**src/design/etst_pkg.sv**
```systemverilog
package etst_pkg;

    localparam int TIME_W = 64;
    localparam int CNT_W  = 16;

    // Input opcodes
    localparam logic OP_ADD  = 1'b0;
    localparam logic OP_TICK = 1'b1;

    // Commands from the controller to the datapath
    typedef struct packed {
        logic load;
        logic add_step;
        logic mod_step;
        logic check;
        logic scan_step;
        logic commit_skip;
        logic emit;
    } etst_cmd_t;

    // Status from the datapath to the controller
    typedef struct packed {
        logic in_tick;
        logic slot_free;
        logic idx_last;
        logic mod_last;
        logic mod_zero;
        logic flow;
        logic out_free;
    } etst_status_t;

endpackage

```
**src/design/event_time_skip_table_unit.sv**
```systemverilog
// Add event: slots are searched from index 0 for the first free one, which takes the
// event time now_ns + delay_ns; the event is dropped when the table is full.
// Frame tick: a bit-serial remainder of frame count + 1 by the interval, then a check;
// when the remainder is zero and flow is inactive, a slot scan, drain and commit follow.
// One item is in flight at a time; the next is taken while the result beat waits.
// Reset (rst_n, async, active low) empties all slots, clears the frame count, interval 1.
module event_time_skip_table_unit #(
    parameter int SLOTS = 32
) (
    input  logic                         clk,
    input  logic                         rst_n,
    input  logic                         cfg_valid,
    output logic                         cfg_ready,
    input  logic [etst_pkg::CNT_W-1:0]   cfg_data,
    input  logic                         in_valid,
    output logic                         in_ready,
    input  logic                         opcode,
    input  logic [etst_pkg::TIME_W-1:0]  now_ns,
    input  logic [etst_pkg::TIME_W-1:0]  delay_ns,
    input  logic                         flow_active,
    output logic                         out_valid,
    input  logic                         out_ready,
    output logic                         event_posted,
    output logic [etst_pkg::TIME_W-1:0]  post_time_ns,
    output logic                         add_dropped,
    output logic                         skip_taken,
    output logic [etst_pkg::TIME_W-1:0]  skip_ns,
    output logic [etst_pkg::TIME_W-1:0]  skip_target_ns
);
    import etst_pkg::*;

    etst_cmd_t    cmd;
    etst_status_t status;

    // Interval register takes a write every cycle
    assign cfg_ready = 1'b1;

    etst_ctrl u_ctrl (
        .clk      (clk),
        .rst_n    (rst_n),
        .in_valid (in_valid),
        .in_ready (in_ready),
        .status   (status),
        .cmd      (cmd)
    );

    etst_dp #(
        .SLOTS (SLOTS)
    ) u_dp (
        .clk            (clk),
        .rst_n          (rst_n),
        .cmd            (cmd),
        .status         (status),
        .cfg_valid      (cfg_valid),
        .cfg_data       (cfg_data),
        .opcode         (opcode),
        .now_ns         (now_ns),
        .delay_ns       (delay_ns),
        .flow_active    (flow_active),
        .out_valid      (out_valid),
        .out_ready      (out_ready),
        .event_posted   (event_posted),
        .post_time_ns   (post_time_ns),
        .add_dropped    (add_dropped),
        .skip_taken     (skip_taken),
        .skip_ns        (skip_ns),
        .skip_target_ns (skip_target_ns)
    );

endmodule

```
**src/design/etst_ctrl.sv**
```systemverilog
module etst_ctrl (
    input  logic                  clk,
    input  logic                  rst_n,
    input  logic                  in_valid,
    output logic                  in_ready,
    input  etst_pkg::etst_status_t status,
    output etst_pkg::etst_cmd_t    cmd
);
    import etst_pkg::*;

    typedef enum logic [2:0] {
        S_IDLE,
        S_ADD,
        S_MOD,
        S_CHECK,
        S_SCAN,
        S_DRAIN,
        S_COMMIT,
        S_EMIT
    } state_t;

    state_t state_reg;
    state_t state_next;

    assign in_ready = (state_reg == S_IDLE);

    // Decode commands and next state
    always_comb
    begin
        state_next = state_reg;
        cmd        = '0;
        unique case (state_reg)
            S_IDLE:
            begin
                if (in_valid)
                begin
                    cmd.load   = 1'b1;
                    state_next = status.in_tick ? S_MOD : S_ADD;
                end
            end
            S_ADD:
            begin
                cmd.add_step = 1'b1;
                if (status.slot_free || status.idx_last)
                begin
                    state_next = S_EMIT;
                end
            end
            S_MOD:
            begin
                cmd.mod_step = 1'b1;
                if (status.mod_last)
                begin
                    state_next = S_CHECK;
                end
            end
            S_CHECK:
            begin
                cmd.check  = 1'b1;
                state_next = (status.mod_zero && !status.flow) ? S_SCAN : S_EMIT;
            end
            S_SCAN:
            begin
                cmd.scan_step = 1'b1;
                if (status.idx_last)
                begin
                    state_next = S_DRAIN;
                end
            end
            S_DRAIN:
            begin
                state_next = S_COMMIT;
            end
            S_COMMIT:
            begin
                cmd.commit_skip = 1'b1;
                state_next      = S_EMIT;
            end
            S_EMIT:
            begin
                if (status.out_free)
                begin
                    cmd.emit   = 1'b1;
                    state_next = S_IDLE;
                end
            end
            default:
            begin
                state_next = S_IDLE;
            end
        endcase
    end

    // Hold state
    always_ff @(posedge clk or negedge rst_n)
    begin
        if (!rst_n)
        begin
            state_reg <= S_IDLE;
        end
        else
        begin
            state_reg <= state_next;
        end
    end

endmodule

```
**src/design/etst_dp.sv**
```systemverilog
module etst_dp #(
    parameter int SLOTS = 32
) (
    input  logic                         clk,
    input  logic                         rst_n,
    input  etst_pkg::etst_cmd_t          cmd,
    output etst_pkg::etst_status_t       status,
    input  logic                         cfg_valid,
    input  logic [etst_pkg::CNT_W-1:0]   cfg_data,
    input  logic                         opcode,
    input  logic [etst_pkg::TIME_W-1:0]  now_ns,
    input  logic [etst_pkg::TIME_W-1:0]  delay_ns,
    input  logic                         flow_active,
    output logic                         out_valid,
    input  logic                         out_ready,
    output logic                         event_posted,
    output logic [etst_pkg::TIME_W-1:0]  post_time_ns,
    output logic                         add_dropped,
    output logic                         skip_taken,
    output logic [etst_pkg::TIME_W-1:0]  skip_ns,
    output logic [etst_pkg::TIME_W-1:0]  skip_target_ns
);
    import etst_pkg::*;

    localparam int IDX_W = $clog2(SLOTS);
    localparam int BIT_W = $clog2(CNT_W);

    // Slot table and occupancy
    logic [TIME_W-1:0] mem [SLOTS];
    logic [SLOTS-1:0]  occ_reg;

    logic [CNT_W-1:0]  interval_reg;
    logic [CNT_W-1:0]  frame_reg;
    logic [CNT_W-1:0]  count_reg;
    logic [CNT_W-1:0]  div_sh_reg;
    logic [CNT_W-1:0]  rem_reg;
    logic [BIT_W-1:0]  bit_reg;

    logic [TIME_W-1:0] now_reg;
    logic [TIME_W-1:0] sum_reg;
    logic              flow_reg;
    logic [IDX_W-1:0]  idx_reg;

    logic [TIME_W-1:0] rd_data_reg;
    logic [IDX_W-1:0]  rd_idx_reg;
    logic              rd_occ_reg;
    logic              rd_valid_reg;

    logic              found_reg;
    logic [TIME_W-1:0] best_reg;
    logic [IDX_W-1:0]  best_idx_reg;

    logic              res_posted_reg;
    logic [TIME_W-1:0] res_time_reg;
    logic              res_dropped_reg;
    logic              res_skip_reg;
    logic [TIME_W-1:0] res_skip_ns_reg;
    logic [TIME_W-1:0] res_target_reg;

    logic              out_valid_reg;
    logic              out_posted_reg;
    logic [TIME_W-1:0] out_time_reg;
    logic              out_dropped_reg;
    logic              out_skip_reg;
    logic [TIME_W-1:0] out_skip_ns_reg;
    logic [TIME_W-1:0] out_target_reg;

    logic [CNT_W-1:0]  iv;
    logic [CNT_W:0]    rem_trial;
    logic [CNT_W:0]    rem_diff;
    logic              slot_free;
    logic              idx_last;
    logic              better;

    assign iv        = (interval_reg == '0) ? CNT_W'(1) : interval_reg;
    assign rem_trial = {rem_reg, div_sh_reg[CNT_W-1]};
    assign rem_diff  = rem_trial - {1'b0, iv};
    assign slot_free = !occ_reg[idx_reg];
    assign idx_last  = (idx_reg == IDX_W'(SLOTS - 1));
    assign better    = rd_valid_reg && rd_occ_reg && (!found_reg || (rd_data_reg < best_reg));

    always_comb
    begin
        status.in_tick   = (opcode == OP_TICK);
        status.slot_free = slot_free;
        status.idx_last  = idx_last;
        status.mod_last  = (bit_reg == BIT_W'(CNT_W - 1));
        status.mod_zero  = (rem_reg == '0);
        status.flow      = flow_reg;
        status.out_free  = !out_valid_reg || out_ready;
    end

    // Table write and registered read
    always_ff @(posedge clk)
    begin
        if (cmd.add_step && slot_free)
        begin
            mem[idx_reg] <= sum_reg;
        end
        if (cmd.scan_step)
        begin
            rd_data_reg <= mem[idx_reg];
        end
    end

    // Control state: occupancy, counters, config
    always_ff @(posedge clk or negedge rst_n)
    begin
        if (!rst_n)
        begin
            occ_reg      <= '0;
            interval_reg <= CNT_W'(1);
            frame_reg    <= '0;
            found_reg    <= 1'b0;
            rd_valid_reg <= 1'b0;
            out_valid_reg <= 1'b0;
        end
        else
        begin
            if (cfg_valid)
            begin
                interval_reg <= cfg_data;
            end
            // Mark the written slot (unless its time is zero), or free the slot that was skipped to
            if (cmd.add_step && slot_free)
            begin
                occ_reg[idx_reg] <= (sum_reg != '0);
            end
            else if (cmd.commit_skip && found_reg)
            begin
                occ_reg[best_idx_reg] <= 1'b0;
            end
            if (cmd.check)
            begin
                frame_reg <= (rem_reg == '0) ? '0 : count_reg;
            end
            rd_valid_reg <= cmd.scan_step;
            if (cmd.load)
            begin
                found_reg <= 1'b0;
            end
            else if (better)
            begin
                found_reg <= 1'b1;
            end
            if (cmd.emit)
            begin
                out_valid_reg <= 1'b1;
            end
            else if (out_ready)
            begin
                out_valid_reg <= 1'b0;
            end
        end
    end

    // Payload and working registers
    always_ff @(posedge clk)
    begin
        if (cmd.load)
        begin
            now_reg         <= now_ns;
            sum_reg         <= now_ns + delay_ns;
            flow_reg        <= flow_active;
            idx_reg         <= '0;
            count_reg       <= frame_reg + CNT_W'(1);
            div_sh_reg      <= frame_reg + CNT_W'(1);
            rem_reg         <= '0;
            bit_reg         <= '0;
            res_posted_reg  <= 1'b0;
            res_time_reg    <= '0;
            res_dropped_reg <= 1'b0;
            res_skip_reg    <= 1'b0;
            res_skip_ns_reg <= '0;
            res_target_reg  <= '0;
        end
        // First-free search, one slot a cycle
        if (cmd.add_step)
        begin
            if (slot_free)
            begin
                res_posted_reg <= 1'b1;
                res_time_reg   <= sum_reg;
            end
            else if (idx_last)
            begin
                res_dropped_reg <= 1'b1;
            end
            else
            begin
                idx_reg <= idx_reg + IDX_W'(1);
            end
        end
        // Restoring remainder, one bit a cycle
        if (cmd.mod_step)
        begin
            rem_reg    <= (rem_trial >= {1'b0, iv}) ? rem_diff[CNT_W-1:0]
                                                   : rem_trial[CNT_W-1:0];
            div_sh_reg <= {div_sh_reg[CNT_W-2:0], 1'b0};
            bit_reg    <= bit_reg + BIT_W'(1);
        end
        // Minimum scan: issue read, compare in the next cycle
        if (cmd.scan_step)
        begin
            rd_idx_reg <= idx_reg;
            rd_occ_reg <= occ_reg[idx_reg];
            if (!idx_last)
            begin
                idx_reg <= idx_reg + IDX_W'(1);
            end
        end
        if (better)
        begin
            best_reg     <= rd_data_reg;
            best_idx_reg <= rd_idx_reg;
        end
        if (cmd.commit_skip && found_reg)
        begin
            res_skip_reg    <= 1'b1;
            res_skip_ns_reg <= best_reg - now_reg;
            res_target_reg  <= best_reg;
        end
        // Load the output beat
        if (cmd.emit)
        begin
            out_posted_reg  <= res_posted_reg;
            out_time_reg    <= res_time_reg;
            out_dropped_reg <= res_dropped_reg;
            out_skip_reg    <= res_skip_reg;
            out_skip_ns_reg <= res_skip_ns_reg;
            out_target_reg  <= res_target_reg;
        end
    end

    assign out_valid      = out_valid_reg;
    assign event_posted   = out_posted_reg;
    assign post_time_ns   = out_time_reg;
    assign add_dropped    = out_dropped_reg;
    assign skip_taken     = out_skip_reg;
    assign skip_ns        = out_skip_ns_reg;
    assign skip_target_ns = out_target_reg;

endmodule

```
**config.mk**
```make
export PLATFORM = sky130hd
export DESIGN_NAME = event_time_skip_table_unit
export DESIGN_NICKNAME = d
export VERILOG_FILES = /design/src/design/etst_pkg.sv /design/src/design/event_time_skip_table_unit.sv /design/src/design/etst_ctrl.sv /design/src/design/etst_dp.sv
export SDC_FILE = /design/constraint.sdc
export NUM_CORES = 2
export LEC_CHECK = 0
export CAP_MARGIN = 5
export CORE_MARGIN = 2
export CORE_UTILIZATION = 40
export CTS_CLUSTER_SIZE = 12
export DETAILED_ROUTE_END_ITERATION = 10
export DONT_BUFFER_PORTS = 1
export GPL_TIMING_DRIVEN = 0
export HOLD_SLACK_MARGIN = 0.08
export PLACE_DENSITY = 0.59
export SLEW_MARGIN = 5
export SYNTH_ARGS = -nofsm -noshare
export SYNTH_HDL_FRONTEND = slang
export SYNTH_SLANG_ARGS = --single-unit
```
**constraint.sdc**
```tcl
create_clock -name clk -period 23.1 [get_ports clk]
set_input_delay 1.155 -clock clk [delete_from_list [all_inputs] [get_ports clk]]
set_output_delay 1.155 -clock clk [all_outputs]
set_load 0.02 [all_outputs]
```
==> metrics.txt <==
met1 GRT Util roughly 32%; vias per std cell around 6; Avg Cell Area, Syn between 15 and 20 sq um; Worst Hold Class primary input to async pin; Compound-Gate Fraction of Synth Area 5.939%; Gates resized, CTS repair 0; DR pass1 iterations 5; Crit-path slowest cell nor3_2; min Tclk post-route between 6000 and 7000 ps; clock tree buffer depth 4; Synth Area in XOR/XNOR approximately 1.1%; Top reg by flops u_dp.mem; Boundary Pins 349; slowest stage delay, CP around 1100 ps; kind of critical path flop to flop; largest family of logic cells by synthesized area multiplexers; largest net degree at the start of global routing 70; Routed Antenna Nets 0; Max Freq around 160 MHz; Initial Util between 40% and 50%; routability cong. 0.9152; grt ovf 0; Worst Skew between 40 and 50 ps; power per cell area between 100 and 150 nW/um^2; CTS tree built; power after layout between 15 and 20 mW; layout cells sized above 1 ~18%; hold slack 159.9 ps; Post-Syn Area 112900 sq um; Arr. time, crit path between 6000 and 7000 ps; Buf+Inv Stages, Crit Path 6; Final Max Slew Viols 11; Largest register FFs roughly 2000; crit path cell chain buf_4 -> mux4_2 -> a22oi_1 -> nand4_1 -> nor3_2 -> buf_4 -> nand2_1 -> buf_2 -> nor2_4 -> buf_12 -> buf_12 -> buf_12; fill cell count about 24000; mux contribution to synthesized area 10.53%; vias in the first global route ~60000; Layout Nets between 6000 and 7000; area share of the largest cell type after synthesis 71.52%; EDFF count, synth roughly 2700; Remaining DRCs 0; startpoint types flop; Vias approximately 63000; CTS root buffer clkbuf_16; met3 GRT Util 4.741%; initial antenna violation count 32; Async SR Flop Fraction 2.471%; dpl ws about 17000 ps; Switching Share around 33%; Worst Setup End Kind flop; CP required 23630 ps; Die Y-Extent roughly 540 um; # port buffers 0; Slew HR -1.719%; top cells by area, synth edfxtp_1, mux4_2, ha_1; Synth Area in Adders around 2.4%; final period utilization a little over a quarter; Setup violations, final 0; main flop type after synthesis edfxtp_1; internal power ~10 mW; postcts setup bufs 0; first-pass GRT wire length between 400 and 500 mm; Max-Cap Viols 1; Leak 42.46 nW; Iteration-0 DRC Markers approximately 8000; setup TNS 0 ps; Die W about 540 um; Cells after Synth 6152; run status finished with violations; Worst VDD drop around 0.057 mV; GRT Total Usage 23.76%; Unique masters post-synth 98; register share of total power 44.7%; DP Wirelength 240.1 mm; most used cell, CP buf_12; RSZ-0062 raised after global routing no; post-synth top area cell edfxtp_1; Core Area ~280000 sq um; H-Tree Depth 5; CP max FO 18; CP top delay family simple AND/OR/NAND/NOR gates; area of the multi-input gates 27340 sq um; Least-Margin Pin Slew 1526 ps; YS warnings 0; Final Hold Vio Count 0; final wirelength 348.3 mm; Comb power frac between 20% and 30%; register area about 84000 sq um; post-synthesis sequential area ratio around 74%; FF+latch count, synth around 2800; TritonCTS Sinks 2833; Final WS setup between 15000 and 20000 ps; Die ar. about 290000 sq um; failing checks max-capacitance violations, max-slew violations; met2 GRT Util 38.51%; global routing's busiest layer met2; Skew-Pair Late Insertion Delay 870 ps; CTS buffer count 293; Clock transition at path regs about 60 ps; area grow syn2layout 15.25%; Net Switching a little under 5 mW; simple-gate portion of the synthesized area slightly below 4%; FP Rows 195; Mapped Nets between 6000 and 7000; wire length per cell about 33 um; Clock power frac 28.8%
## cells in the mapped netlist, drive strengths merged (6+ instances only)
cell type / count
xnor2: 78
mux2i: 17
a22o: 35
a22oi: 261
mux4: 520
xor2: 65
o21a: 19
nor4: 29
o22ai: 23
a211oi: 17
edfxtp: 2690
a21oi: 180
dfxtp: 73
nand2b: 22
a31oi: 26
dfrtp: 69
clkbuf: 219
or2: 7
a21boi: 6
ha: 212
a211o: 9
and2: 12
and3: 28
nand2: 308
a21o: 89
nand3: 39
o31ai: 26
inv: 181
o211ai: 14
nand4: 126
or3: 8
o21ai: 200
nor2: 286
nor2b: 29
buf: 81
o21bai: 21
nor3: 32
## layer usage
layer	up-vias	part of all wire [%]	routed length, um
met1	33291	39	136400
met2	3455	48	165900
met4	4	3.6	12440
met5	-	0.0066	23
li1	25795	-	-
met3	599	9.6	33570
## through the flow
step                std cells  util (%)  instance area, sq um
floorplan                6152         -                112900
global placement         9895     41.78                117600
detailed placement      10039     42.95                120900
CTS                     10472     45.92                129300
global route            10520     46.22                130200
finish                  10527     46.23                130200
## path summary, 6_finish.rpt
kind,start,end,slack (ps),cells past startpoint
max,u_dp.idx_reg[0]$_DFF_P_,u_dp.mem[18][15]$_DFFE_PP_,16890,12
min,rst_n,u_dp.interval_reg[0]$_DFFE_PN1P_,160,0
max reg2reg,u_dp.idx_reg[0]$_DFF_P_,u_dp.mem[18][15]$_DFFE_PP_,16890,12
min reg2reg,u_dp.res_target_reg[27]$_SDFFCE_PN0P_,u_dp.skip_target_ns[27]$_DFFE_PP_,410,0
max in group asynchronous,rst_n,u_dp.interval_reg[10]$_DFFE_PN0P_,22530,1
min in group clk,now_ns[0],u_dp.now_reg[0]$_DFFE_PP_,380,0
## kinds of logic after synthesis
logic type / after synthesis
and+or+nand+nor: 955
other: 1
xor gates and xnor gates: 143
muxes: 538
AOI/OAI and AO/OA: 986
buffers and inverters: 481
DFF: 2833
adders and majority gates: 215
## cells in the final DEF, fill, tap and decap left out, types with 124 or more instances in the layout
cell	instances
clkbuf_16	300
nand2_1	305
buf_12	124
inv_1	181
mux4_2	520
a21oi_1	176
ha_1	212
o21ai_0	179
edfxtp_1	2690
clkbuf_1	270
nand4_1	125
nor2_1	253
a22oi_1	261
## timing repair
| action | in CTS | in global routing |
|---|---|---|
| hold buffers | 1 | 0 |
| hold endpoints to repair | 69 | 0 |
| endpoints found under the setup margin | 0 | 0 |
## power by group through the flow
| stage | logic, mW | clock network, mW | registers [mW] |
|---|---|---|---|
| finish | 3.99 | 4.34 | 6.74 |
| global route | 4.21 | 4.58 | 6.77 |
| CTS | 3.92 | 4.39 | 6.77 |
| detailed placement | 3.91 | 0 | 6.87 |
| global placement | 3.77 | 0 | 6.98 |
| floorplan | 2.32 | 0 | 6.76 |
## area by class of cell
class | instances | area share [%]
clock buffers | 375 | 6.030
repair buffers | 180 | 2.954
plain buffers | 300 | 0.9535
inverters | 181 | 0.5219
flip-flops and latches | 2833 | 64.53
well taps | 3743 | 3.598
clock inverters | 57 | 0.3778
multi-input cells | 2838 | 21.00
diodes | 20 | 0.03845
(Power assumes the default switching activity.)
